## src/sv/gre_pkg.sv

```systemverilog
`timescale 1ns / 1ps
// ----------------------------------------------------------------------------
// gre_pkg
// Shared constants, codes and controller/datapath interface types for the
// graph reachability engine.
// ----------------------------------------------------------------------------
package gre_pkg;

    localparam int MAX_VERTICES = 64;
    localparam int MAX_EDGES    = 4096;

    localparam int VIDX_W      = $clog2(MAX_VERTICES);
    localparam int VCNT_W      = 7;
    localparam int ROW_W       = 64;
    localparam int EDGE_CNT_W  = 13;
    localparam int EDGE_IDX_W  = 12;
    localparam int STATUS_W    = 2;

    // stream packing
    localparam int S_TDATA_W = 16;
    localparam int M_TDATA_W = 80;

    localparam logic REQ_ADD   = 1'b0;
    localparam logic REQ_QUERY = 1'b1;

    localparam logic [STATUS_W-1:0] STATUS_OK    = 2'd0;
    localparam logic [STATUS_W-1:0] STATUS_RANGE = 2'd1;
    localparam logic [STATUS_W-1:0] STATUS_FULL  = 2'd2;

    localparam logic [VCNT_W-1:0] VCNT_RESET = VCNT_W'(64);

    typedef struct packed {
        logic capture;       // latch the accepted request
        logic load_error;    // result = rejection status
        logic add_read;      // read row of the edge source
        logic add_write;     // set the edge bit, bump the edge count
        logic search_init;   // seed visited/pending with the source
        logic search_step;   // one frontier vertex per cycle while any is pending
        logic query_fin;     // result = visited set
        logic load_out;      // move result into the output register
    } gre_cmd_t;

    typedef struct packed {
        logic is_query;
        logic range_err;
        logic cap_full;
        logic search_done;
        logic out_free;
    } gre_stat_t;

    // index of the single set bit of a one-hot row
    function automatic logic [VIDX_W-1:0] onehot_index(input logic [ROW_W-1:0] oh);
        logic [VIDX_W-1:0] idx;
        idx = '0;
        for (int i = 0; i < ROW_W; i++) begin
            if (oh[i]) begin
                idx = idx | VIDX_W'(i);
            end
        end
        return idx;
    endfunction

endpackage

```

## src/sv/gre_ctrl.sv

```systemverilog
`timescale 1ns / 1ps
// ----------------------------------------------------------------------------
// gre_ctrl
// Request sequencer: accepts one item, runs the add or the search in the
// datapath or loads a rejection status, and hands the result to the output register.
// ----------------------------------------------------------------------------
module gre_ctrl
    import gre_pkg::*;
(
    input  logic      aclk,
    input  logic      aresetn,
    input  logic      s_tvalid,
    output logic      s_tready,
    input  gre_stat_t stat,
    output gre_cmd_t  cmd
);

    typedef enum logic [5:0] {
        ST_IDLE   = 6'b000001,
        ST_CHECK  = 6'b000010,
        ST_ADD_WR = 6'b000100,
        ST_SEARCH = 6'b001000,
        ST_DONE   = 6'b010000,
        ST_SPARE  = 6'b100000
    } state_t;

    state_t state_reg, state_next;

    always_ff @(posedge aclk) begin
        if (!aresetn) begin
            state_reg <= ST_IDLE;
        end else begin
            state_reg <= state_next;
        end
    end

    assign s_tready = (state_reg == ST_IDLE);

    always_comb begin
        state_next = state_reg;
        cmd        = '0;
        unique case (state_reg)
            ST_IDLE: begin
                if (s_tvalid) begin
                    cmd.capture = 1'b1;
                    state_next  = ST_CHECK;
                end
            end
            ST_CHECK: begin
                priority if (stat.range_err || (!stat.is_query && stat.cap_full)) begin
                    cmd.load_error = 1'b1;
                    state_next     = ST_DONE;
                end else if (stat.is_query) begin
                    cmd.search_init = 1'b1;
                    state_next      = ST_SEARCH;
                end else begin
                    cmd.add_read = 1'b1;
                    state_next   = ST_ADD_WR;
                end
            end
            ST_ADD_WR: begin
                cmd.add_write = 1'b1;
                state_next    = ST_DONE;
            end
            ST_SEARCH: begin
                cmd.search_step = 1'b1;
                if (stat.search_done) begin
                    cmd.query_fin = 1'b1;
                    state_next    = ST_DONE;
                end
            end
            ST_DONE: begin
                // hold until the output register can take the item
                if (stat.out_free) begin
                    cmd.load_out = 1'b1;
                    state_next   = ST_IDLE;
                end
            end
            ST_SPARE: begin
                state_next = ST_IDLE;
            end
            default: begin
                state_next = ST_IDLE;
            end
        endcase
    end

endmodule

```

## config.mk

```make
export PLATFORM = sky130hd
export DESIGN_NAME = gre_ctrl
export DESIGN_NICKNAME = d
export VERILOG_FILES = /design/src/sv/gre_pkg.sv /design/src/sv/gre_ctrl.sv
export SDC_FILE = /design/constraint.sdc
export NUM_CORES = 1
export LEC_CHECK = 0
export BUFFER_PORTS_ARGS = -buffer_cell sky130_fd_sc_hd__buf_2
export CELL_PAD_IN_SITES_DETAIL_PLACEMENT = 1
export CELL_PAD_IN_SITES_GLOBAL_PLACEMENT = 1
export CORE_AREA = 2 2 39 41
export CTS_BUF_LIST = sky130_fd_sc_hd__clkbuf_8 sky130_fd_sc_hd__clkbuf_16
export CTS_CLUSTER_SIZE = 28
export DETAILED_ROUTE_END_ITERATION = 6
export DIE_AREA = 0 0 41 43
export PLACE_DENSITY = 0.7
export SYNTH_ARGS = -nofsm -noshare
export SYNTH_HDL_FRONTEND = slang
export SYNTH_SLANG_ARGS = --single-unit
```

## constraint.sdc

```tcl
create_clock -name aclk -period 1.4 [get_ports aclk]
set_input_delay 0.07 -clock aclk [delete_from_list [all_inputs] [get_ports aclk]]
set_output_delay 0.07 -clock aclk [all_outputs]
set_load 0.005 [all_outputs]
```

Yosys cells after proc, flatten, opt, wreduce, memory -nomap -nowiden
Index checks and enable logic that the tools add are counted.

storage, ports and cells
  register bits after elaboration = 6
  bits of input ports = 8
  output and inout port bits = 9

cells by class
  eq/ne operators = 8
  mux-type cells = 20
  reduce and logical (&&, ||, !) cells = 4

operator list
  operator                                       count
  case mux 6 bit (5 select lines)                1
  two-way mux 6 bit                              4
  two-way mux 1 bit                              12
  == test 6 x 1 -> 1 bit, second input constant  1
  == test 6 x 2 -> 1 bit, second input constant  1
  == test 6 x 3 -> 1 bit, second input constant  1
  == test 6 x 4 -> 1 bit, second input constant  1
  == test 6 x 5 -> 1 bit, second input constant  1
  != test 2 bit, second input constant           3
  two-way mux 2 bit                              2
  two-way mux 4 bit                              1
  AND reduction 3 bit                            1
  logical AND 1 bit                              1
  logical NOT 1 bit                              1
  logical OR 1 bit                               1

Longest topological paths before layout
Gate-level depths: netlist (run 1).

  depth in word-level cells = 5
  mapped depth = 4

Worst setup path after synthesis (run 1)
OpenSTA, ideal clock, no wires.

  path kind = flip-flop to flip-flop
  from = reg state_reg[2]
  to = reg state_reg[0]
  arrival time = 1.028 ns
  slack = 0.256 ns
  cell stages (with the launch flop) = 5
  clock period less this slack = 1.144 ns
  path through = dfxtp_1 nor2_4 nand4b_1 and3_4 a31o_1

between the ends
  cells in the longest elaborated chain, start to end = 3

RTL lines
  item                                            RTL line        source
  start: declaration                              gre_ctrl.sv:27  state_t state_reg, state_next;
  start signal: assignment                        gre_ctrl.sv:33  state_reg <= state_next;
  == test 6 x 4 -> 1 bit (tied with other cells)  gre_ctrl.sv:42  unique case (state_reg)
  != test 2 bit (no line)                         n/a
  AND reduction 3 bit (no line)                   n/a

Several ways; a longest one is shown, not always the timed one.
A chain may end at the register's enable or synchronous reset.

==> impl_metrics.yaml, run 1 <==
pwr:
  pwr-share-seq_pct: 31.8
  vdd_ir_drop_max_mv: 0.471
  p_int_uw: 406
  leakage_uw: 0.000257
  clkPwrFrac_pct: 46.9
  netSwitchingFraction_pct: 28.0
  powerDensity_nw_per_um2: 1100
  p_sw_uw: 158
  power.share.combinational_pct: 21.2
  power_uw: 564
timing:
  fmax_mhz: 749
  whs_ns: 0.0991
  period_minus_slack_ns: 1.34
  finalCritPeriodShare_pct: 95.4
  maxSlewViolCount: 0
  max-slew-margin-rel_pct: 82.8
  setup_viol: 0
  fin_worst_skew_ns: 0.00326
  hold_viol_final: 0
  worstMarginPinSlew_ns: 0.255
setup_path:
  startpoint_type: "flop"
  crit_fanout: 5
  cp_cell_sequence: "nor2_4 > nand3_4 > or2_4 > inv_1 > buf_2"
  crit_path_max_incr_delay_ns: 0.35
  worstSetupPathType: "reg2out"
  reg2reg_slack_ns: 0.08
  worstPathArrival_ns: 1.27
  crit_slowest_cell: "dfxtp_1"
  end_kind: "output port"
  worstReg2RegEnd: "state_reg[0]$_SDFFE_PN1P_"
  rr_startpoint: "state_reg[3]$_SDFFE_PN0P_"
  r2r_cells: 5
  required_ns: 1.33
logic_synthesis:
  synth.avg_cell_area_um2: 9.33
  synthCells: 37
  synth_seq_cells: 5
  netlist_area_um2: 345
  synth_warnings: 0
  syn_nets: 45
  synth_cell_types: 22
  yosysSeqAreaShare_pct: 29.0
placed_design:
  portBuffers: 16
  dp_hpwl_um: 690
  place_congestion: 0.737
  dp_cells: 69
  place_area_um2: 445
hold_path:
  whs_path_depth: 2
  min_from: "s_tvalid"
  hp-class: "in2reg"
  whs_endpoint: "state_reg[1]$_SDFFE_PN0P_"
die:
  core_um2: 1380
  rows: 14
  die_width_um: 41
  die-height_um: 43
  start_util_pct: 25.0
  io_pins: 17
  dieArea_um2: 1760
route:
  drc_errors: 0
  routedWlPerCell_um: 12.0
  dr.max_layer_used: "met4"
  vias: 366
  wl_met3_um: 47
  dr.pass1.iters: 4
  wirelength_um: 890
  viasPerCell: 4.95
  antenna_left: 0
  wl_met1_um: 349
  drt_iter0_drc: 3
  wl_met2_um: 475
clock_network:
  ctsHoldBuffers: 0
  h-tree-depth: 1
  cts_made_buffers: 3
  cts_tree: "built"
  root_buffer: "clkbuf_8"
  cts.sinks: 5
  clock_path_buffers: 2
  clkLatencyLatePin_ns: 0.22
  clk_pin_slew_ns: 0.04
status:
  status: "completed"
global_route:
  grt_max_degree: 7
  grt_usage_pct: 12.9
  grt_pass1_wl_um: 1450
  antenna_found_initial: 0
  grt_pass1_vias: 354
  grt.overflow.total: 0
finish:
  n_antenna_cell: 0
  drive_gt1_share_pct: 60.3
  area_growth_pct: 48.9
  largest_reg_flops: 5
  fin_nets: 67
  stdcell_count: 74
  stdcell_area_um2: 514
flow_run:
  drv_cap: 0
==> placed cells by master, fill, tap and decap left out, types with 2 or more instances in the layout <==
master,netlist,final
and3_2,2,2
nor2_1,4,3
dfxtp_1,5,2
clkbuf_8,0,3
and4_1,2,2
dfxtp_2,0,3
buf_2,0,16
nand4b_1,2,2
and2_1,2,2
inv_1,3,4
nor2_4,2,2
and3_1,2,2
==> worst max-delay path, delay by kind of cell, from the launching register on <==
kind                   cells  cell delay [ns]
DFF                        1             0.35
buffers and inverters      2             0.15
and+or+nand+nor            3             0.55
==> routing by layer <==
metal  up-vias  global-route usage, %
met3         2                   3.66
met5         -                      0
met4         0                   13.3
li1        179                      -
met2        12                   18.8
met1       173                   13.2
==> worst max-delay path by stage <==
stage,start,endpoint,slack [ns]
floorplan,state_reg[2]$_SDFFE_PN0P_,state_reg[0]$_SDFFE_PN1P_,0.26
global placement,state_reg[0]$_SDFFE_PN1P_,state_reg[0]$_SDFFE_PN1P_,0.18
detailed placement,state_reg[2]$_SDFFE_PN0P_,state_reg[0]$_SDFFE_PN1P_,0.16
CTS,state_reg[3]$_SDFFE_PN0P_,cmd[6],0.0008
global route,state_reg[3]$_SDFFE_PN0P_,cmd[6],-0.008
finish,state_reg[3]$_SDFFE_PN0P_,cmd[6],0.06
==> cell families (layout without fill, tap and decap cells) <==
logic type | after synthesis | count (layout) | synth area share [%]
AOI/OAI and AO/OA | 4 | 4 | 10.9
and+or+nand+nor | 24 | 24 | 54.3
xor gates and xnor gates | 1 | 1 | 2.54
DFF | 5 | 5 | 29.0
buffers and inverters | 3 | 24 | 3.26
==> timing repair <==
item,CTS,global route
setup endpoints to repair,1,2
gates resized for setup,0,6
pin swaps,1,2
setup buffers,0,1
==> Yosys cell counts <==
cell	instances	area (um2)
nor2_1	4	15.0
nor3_2	1	10.0
and3_4	1	11.3
a21oi_1	1	5.00
nand2_1	1	3.75
a31o_1	1	8.76
nor2_4	2	22.5
and3_2	2	15.0
a211oi_2	1	12.5
dfxtp_1	5	100
inv_1	3	11.3
or2_1	1	6.26
nand3b_1	1	7.51
and2_1	2	12.5
and4_1	2	17.5
nand4b_1	2	17.5
and3_1	2	12.5
nor4_2	1	12.5
xor2_1	1	8.76
nor2b_4	1	13.8
nand3_2	1	10.0
o2111a_1	1	11.3
==> per-stage QoR <==
stage / worst slack, ns / setup TNS [ns] / utilization [%]
6_report: 0.0647 / 0 / 37.2
5_1_grt: -0.00794 / -0.00794 / 37.2
4_1_cts: 0.000817 / 0 / 35.4
3_5_place_dp: 0.162 / 0 / 32.2
3_3_place_gp: 0.182 / 0 / 32.2
2_1_floorplan: 0.256 / 0 / -
==> layout make-up <==
| type | count | area (um2) |
|---|---|---|
| multi-input combinational | 29 | 246 |
| fill | 172 | 870 |
| clock buffer | 3 | 41.3 |
| clock inverter | 1 | 3.75 |
| tap | 16 | 20.0 |
| inverter | 3 | 11.3 |
| sequential | 5 | 104 |
| timing repair buffer | 17 | 87.6 |
==> power by group through the flow <==
stage                     sequential [uW]  clock [uW]  combinational, uW
after floorplan                       172           0               74.1
after global placement                177           0                114
after detailed placement              177           0                115
after CTS                             174         266                116
after global routing                  182         277                135
final                                 179         265                120
No activity file was read; power rests on OpenSTA's default activity.
==> inputs of run 2 (changes only) <==
--- a/config.mk
+++ b/config.mk
@@ -8,12 +8,11 @@
 export BUFFER_PORTS_ARGS = -buffer_cell sky130_fd_sc_hd__buf_2
 export CELL_PAD_IN_SITES_DETAIL_PLACEMENT = 1
 export CELL_PAD_IN_SITES_GLOBAL_PLACEMENT = 1
-export CORE_AREA = 2 2 39 41
+export CORE_UTILIZATION = 26
 export CTS_BUF_LIST = sky130_fd_sc_hd__clkbuf_8 sky130_fd_sc_hd__clkbuf_16
 export CTS_CLUSTER_SIZE = 28
 export DETAILED_ROUTE_END_ITERATION = 6
-export DIE_AREA = 0 0 41 43
-export PLACE_DENSITY = 0.7
+export PLACE_DENSITY = 0.73
 export SYNTH_ARGS = -nofsm -noshare
 export SYNTH_HDL_FRONTEND = slang
 export SYNTH_SLANG_ARGS = --single-unit
==> constraint.sdc (replaced) <==
create_clock -name aclk -period 1.21 [get_ports aclk]
set_input_delay 0.0605 -clock aclk [delete_from_list [all_inputs] [get_ports aclk]]
set_output_delay 0.0605 -clock aclk [all_outputs]
set_load 0.005 [all_outputs]
==> impl_metrics.yaml, run 2 (synthesis gave the netlist of run 1 again) <==
setup_path:
  worstReg2RegEnd: "state_reg[4]$_SDFFE_PN0P_"
  required_ns: 1.15
  worstPathArrival_ns: 1.23
  r2r_cells: 5
  startpoint_type: "flop"
  rr_startpoint: "state_reg[2]$_SDFFE_PN0P_"
  end_kind: "output port"
  reg2reg_slack_ns: -0.02
  worstSetupPathType: "reg2out"
  crit_fanout: 5
finish:
  largest_reg_flops: 5
  mostFrequentLayoutCells: "buf_2, buf_4, nor2_4, inv_1, dfxtp_4"
  final_util_pct: 50.6
  final_common_cell: "buf_2"
  area_growth_pct: 71.7
  fin_nets: 72
  fillCellCount: 142
  drive_gt1_share_pct: 68.3
  n_antenna_cell: 0
die:
  die_width_um: 38.4
  io_pins: 17
  die-height_um: 38.4
  rows: 12
  core_um2: 1170
  start_util_pct: 29.5
  dieArea_um2: 1480
global_route:
  grt.overflow.total: 0
  grt_pass1_vias: 409
  antenna_found_initial: 0
  grt_usage_pct: 17.4
  grt_pass1_wl_um: 1700
  grt_max_degree: 7
pwr:
  vdd_ir_drop_max_mv: 0.690
  power_uw: 684
  powerDensity_nw_per_um2: 1150
  leakage_uw: 0.000285
flow_run:
  drv_cap: 0
route:
  vias: 382
  dr.pass1.iters: 1
  viasPerCell: 4.96
  antenna_left: 0
  drt_iter0_drc: 0
  routedWlPerCell_um: 13.7
  drc_errors: 0
  wirelength_um: 1060
status:
  status: "finished, violations left"
  failed_checks: "setup timing"
timing:
  hold_viol_final: 0
  grt_setup_unrepaired: "yes"
  fin_worst_skew_ns: 0.00158
  setup_ws_ns: -0.0821
  period_minus_slack_ns: 1.29
  finalCritPeriodShare_pct: 107
  maxSlewViolCount: 0
  worstMarginPinSlew_ns: 0.241
  max-slew-margin-rel_pct: 83.8
  setup_viol: 6
  fmax_mhz: 774
clock_network:
  clk_pin_slew_ns: 0.04
  cts.sinks: 5
  clock_path_buffers: 2
  root_buffer: "clkbuf_8"
  h-tree-depth: 1
  clkLatencyLatePin_ns: 0.22
  cts_made_buffers: 3
  ctsHoldBuffers: 0
  cts_tree: "built"
hold_path:
  whs_path_depth: 2
  whs_endpoint: "state_reg[1]$_SDFFE_PN0P_"
  min_from: "s_tvalid"
  hp-class: "in2reg"
placed_design:
  place_congestion: 0.686
  portBuffers: 16
  dp_hpwl_um: 776
==> run 2: final cells by class <==
cell class / count / area [um2] / share of cell area [%]
well taps: 14 / 17.5 / 2.95
multi-input cells: 29 / 272 / 45.8
repair buffers: 22 / 131 / 22.2
clock inverters: 1 / 3.75 / 0.633
clock buffers: 3 / 41.3 / 6.96
flip-flops and latches: 5 / 116 / 19.6
inverters: 3 / 11.3 / 1.90
==> run 2: per-stage QoR <==
stage                     instances  hold WS, ns  instance area [um2]  setup TNS [ns]  setup slack [ns]
after floorplan                  37        0.148                  345               0            0.0661
after CTS                        76        0.110                  577          -0.217           -0.0841
after global placement           69        0.320                  458               0           0.00459
final                            77        0.117                  593          -0.202           -0.0821
after detailed placement         69        0.323                  458               0           0.00204
after global routing             77        0.128                  593          -0.633            -0.161
==> run 2: worst max path at each step <==
stage | slack, ns | endpoint | cells past startpoint | start
after floorplan | 0.07 | state_reg[0]$_SDFFE_PN1P_ | 4 | state_reg[2]$_SDFFE_PN0P_
after global placement | 0.005 | state_reg[0]$_SDFFE_PN1P_ | 4 | state_reg[0]$_SDFFE_PN1P_
after detailed placement | 0.002 | state_reg[0]$_SDFFE_PN1P_ | 4 | state_reg[1]$_SDFFE_PN0P_
after CTS | -0.08 | cmd[6] | 5 | state_reg[3]$_SDFFE_PN0P_
after global routing | -0.16 | cmd[6] | 5 | state_reg[2]$_SDFFE_PN0P_
final | -0.08 | cmd[6] | 5 | state_reg[2]$_SDFFE_PN0P_
==> run 2: where the power goes <==
part / leakage [uW] / internal, uW / switching (uW)
Sequential: 0.0000437 / 182 / 33.2
Clock: 0.0000269 / 218 / 83.3
Combinational: 0.000215 / 86.0 / 81.8
==> run 2: critical path: stages (launching register included) <==
cell	delay [ns]
dfxtp_2	0.34
nor2_4	0.16
nand3_4	0.12
or2_1	0.24
inv_1	0.06
buf_2	0.10
==> run 2: timing repair <==
item	CTS	global route
endpoints found under the setup margin	6	7
pin swaps	5	5
setup buffers	3	1
hold endpoints to repair	0	0
gates resized for setup	16	2
==> run 2: routing by layer <==
layer	wire [um]	share of wire (%)	global-route usage, %
met1	443	42	18.8
met2	559	53	30.9
met3	32	3.0	3.49
met4	19	1.8	10.3
met5	0	0	0
==> inputs of run 3 (changes only) <==
--- a/config.mk
+++ b/config.mk
@@ -8,11 +8,12 @@
 export BUFFER_PORTS_ARGS = -buffer_cell sky130_fd_sc_hd__buf_2
 export CELL_PAD_IN_SITES_DETAIL_PLACEMENT = 1
 export CELL_PAD_IN_SITES_GLOBAL_PLACEMENT = 1
-export CORE_UTILIZATION = 26
+export CORE_AREA = 2 2 39 41
 export CTS_BUF_LIST = sky130_fd_sc_hd__clkbuf_8 sky130_fd_sc_hd__clkbuf_16
 export CTS_CLUSTER_SIZE = 28
 export DETAILED_ROUTE_END_ITERATION = 6
-export PLACE_DENSITY = 0.73
+export DIE_AREA = 0 0 41 43
+export PLACE_DENSITY = 0.7
 export SYNTH_ARGS = -nofsm -noshare
 export SYNTH_HDL_FRONTEND = slang
 export SYNTH_SLANG_ARGS = --single-unit
==> constraint.sdc (replaced) <==
create_clock -name aclk -period 1.2 [get_ports aclk]
set_input_delay 0.06 -clock aclk [delete_from_list [all_inputs] [get_ports aclk]]
set_output_delay 0.06 -clock aclk [all_outputs]
set_load 0.005 [all_outputs]
==> impl_metrics.yaml, run 3 (synthesis gave the netlist of run 1 again) <==
pwr:
  leakage_uw: 0.000302
  p_int_uw: 516
  vdd_ir_drop_max_mv: 0.502
  powerDensity_nw_per_um2: 1200
  p_sw_uw: 211
  power_uw: 727
  clkPwrFrac_pct: 43.3
  netSwitchingFraction_pct: 29.1
  power.share.combinational_pct: 27.5
  pwr-share-seq_pct: 29.2
hold_path:
  min_from: "s_tvalid"
  hp-class: "in2reg"
  whs_path_depth: 2
  whs_endpoint: "state_reg[1]$_SDFFE_PN0P_"
timing:
  setup_ws_ns: -0.103
  grt_setup_unrepaired: "yes"
  worstMarginPinSlew_ns: 0.229
  hold_viol_final: 0
  fin_worst_skew_ns: 0.00284
  fmax_mhz: 768
  setup_viol: 7
  whs_ns: 0.0867
  max-slew-margin-rel_pct: 84.7
  period_minus_slack_ns: 1.30
  maxSlewViolCount: 0
  finalCritPeriodShare_pct: 109
clock_network:
  cts_tree: "built"
  clock_path_buffers: 2
  h-tree-depth: 1
  ctsHoldBuffers: 0
  cts_made_buffers: 3
  cts.sinks: 5
  clkLatencyLatePin_ns: 0.23
  root_buffer: "clkbuf_8"
  clk_pin_slew_ns: 0.04
finish:
  n_antenna_cell: 0
  area_growth_pct: 76.1
  final_common_cell: "buf_2"
  drive_gt1_share_pct: 69.7
  largest_reg_flops: 5
  stdcell_count: 82
  fillCellCount: 170
  fin_nets: 75
  final_util_pct: 43.9
  stdcell_area_um2: 608
  mostFrequentLayoutCells: "buf_2, buf_4, inv_1, dfxtp_2"
route:
  routedWlPerCell_um: 13.2
  drc_errors: 0
  drt_iter0_drc: 1
  viasPerCell: 4.78
  vias: 392
  antenna_left: 0
  dr.pass1.iters: 2
  wirelength_um: 1080
die:
  start_util_pct: 25.0
  dieArea_um2: 1760
  rows: 14
  core_um2: 1380
  die_width_um: 41
  die-height_um: 43
  io_pins: 17
setup_path:
  r2r_cells: 5
  worstPathArrival_ns: 1.24
  worstReg2RegEnd: "state_reg[4]$_SDFFE_PN0P_"
  startpoint_type: "flop"
  reg2reg_slack_ns: -0.07
  end_kind: "output port"
  worstSetupPathType: "reg2out"
  rr_startpoint: "state_reg[3]$_SDFFE_PN0P_"
  required_ns: 1.14
  crit_fanout: 4
placed_design:
  place_area_um2: 468
  dp_cells: 72
  portBuffers: 16
  dp_hpwl_um: 752
  place_congestion: 0.742
status:
  failed_checks: "setup timing"
  status: "finished, violations left"
global_route:
  grt_usage_pct: 16.1
  grt_max_degree: 6
  grt.overflow.total: 0
  grt_pass1_wl_um: 1830
  grt_pass1_vias: 424
  antenna_found_initial: 0
flow_run:
  drv_cap: 0
## run 3: worst max-delay path, cell delays in order, from the launching register on
cell,delay (ns)
dfxtp_4,0.34
nor2_4,0.15
buf_6,0.12
and3_4,0.19
and2_1,0.11
buf_2,0.10
## run 3: repair_timing
action,4_1_cts,5_1_grt
pin swaps,8,5
setup buffers,5,1
endpoints found under the setup margin,8,12
gates resized for setup,12,2
## run 3: worst max-delay path by stage
stage / cells past startpoint / from / endpoint / slack, ns
2_1_floorplan: 4 / state_reg[2]$_SDFFE_PN0P_ / state_reg[0]$_SDFFE_PN1P_ / 0.06
3_5_place_dp: 4 / state_reg[2]$_SDFFE_PN0P_ / state_reg[4]$_SDFFE_PN0P_ / 0.01
6_report: 5 / state_reg[3]$_SDFFE_PN0P_ / cmd[7] / -0.10
4_1_cts: 5 / state_reg[3]$_SDFFE_PN0P_ / cmd[7] / -0.11
5_1_grt: 5 / state_reg[3]$_SDFFE_PN0P_ / cmd[7] / -0.16
3_3_place_gp: 4 / state_reg[1]$_SDFFE_PN0P_ / state_reg[0]$_SDFFE_PN1P_ / 0.02
## run 3: area by class of cell
class                           instances  area, um2  share of cell area (%)
Clock buffer                            3       41.3                    6.79
Timing Repair Buffer                   25        151                    24.9
Inverter                                3       11.3                    1.85
Sequential cell                         5        109                    17.9
Multi-Input combinational cell         29        272                    44.7
Clock inverter                          1       3.75                   0.617
Tap cell                               16       20.0                    3.29
## run 3: power groups by stage
| stage | sequential, uW | clock, uW | combinational [uW] |
|---|---|---|---|
| after CTS | 210 | 321 | 193 |
| final | 212 | 314 | 200 |
| after floorplan | 201 | 0 | 86.5 |
| after global routing | 215 | 329 | 223 |
| after global placement | 204 | 0 | 153 |
| after detailed placement | 204 | 0 | 155 |
## run 3: per-layer routing
| metal | GRT usage, % | vias up | part of all wire, % |
|---|---|---|---|
| met5 | 0 | - | 0 |
| met4 | 10.0 | 0 | 2.3 |
| met3 | 6.81 | 3 | 5.8 |
| met2 | 26.6 | 13 | 57 |
| met1 | 15.4 | 179 | 35 |
| li1 | - | 197 | - |
## run 3: through the flow
step           worst slack [ns]  setup TNS [ns]
2_1_floorplan            0.0561               0
3_3_place_gp             0.0204               0
3_5_place_dp             0.0109               0
4_1_cts                  -0.108          -0.417
5_1_grt                  -0.158           -1.00
6_report                 -0.103          -0.406
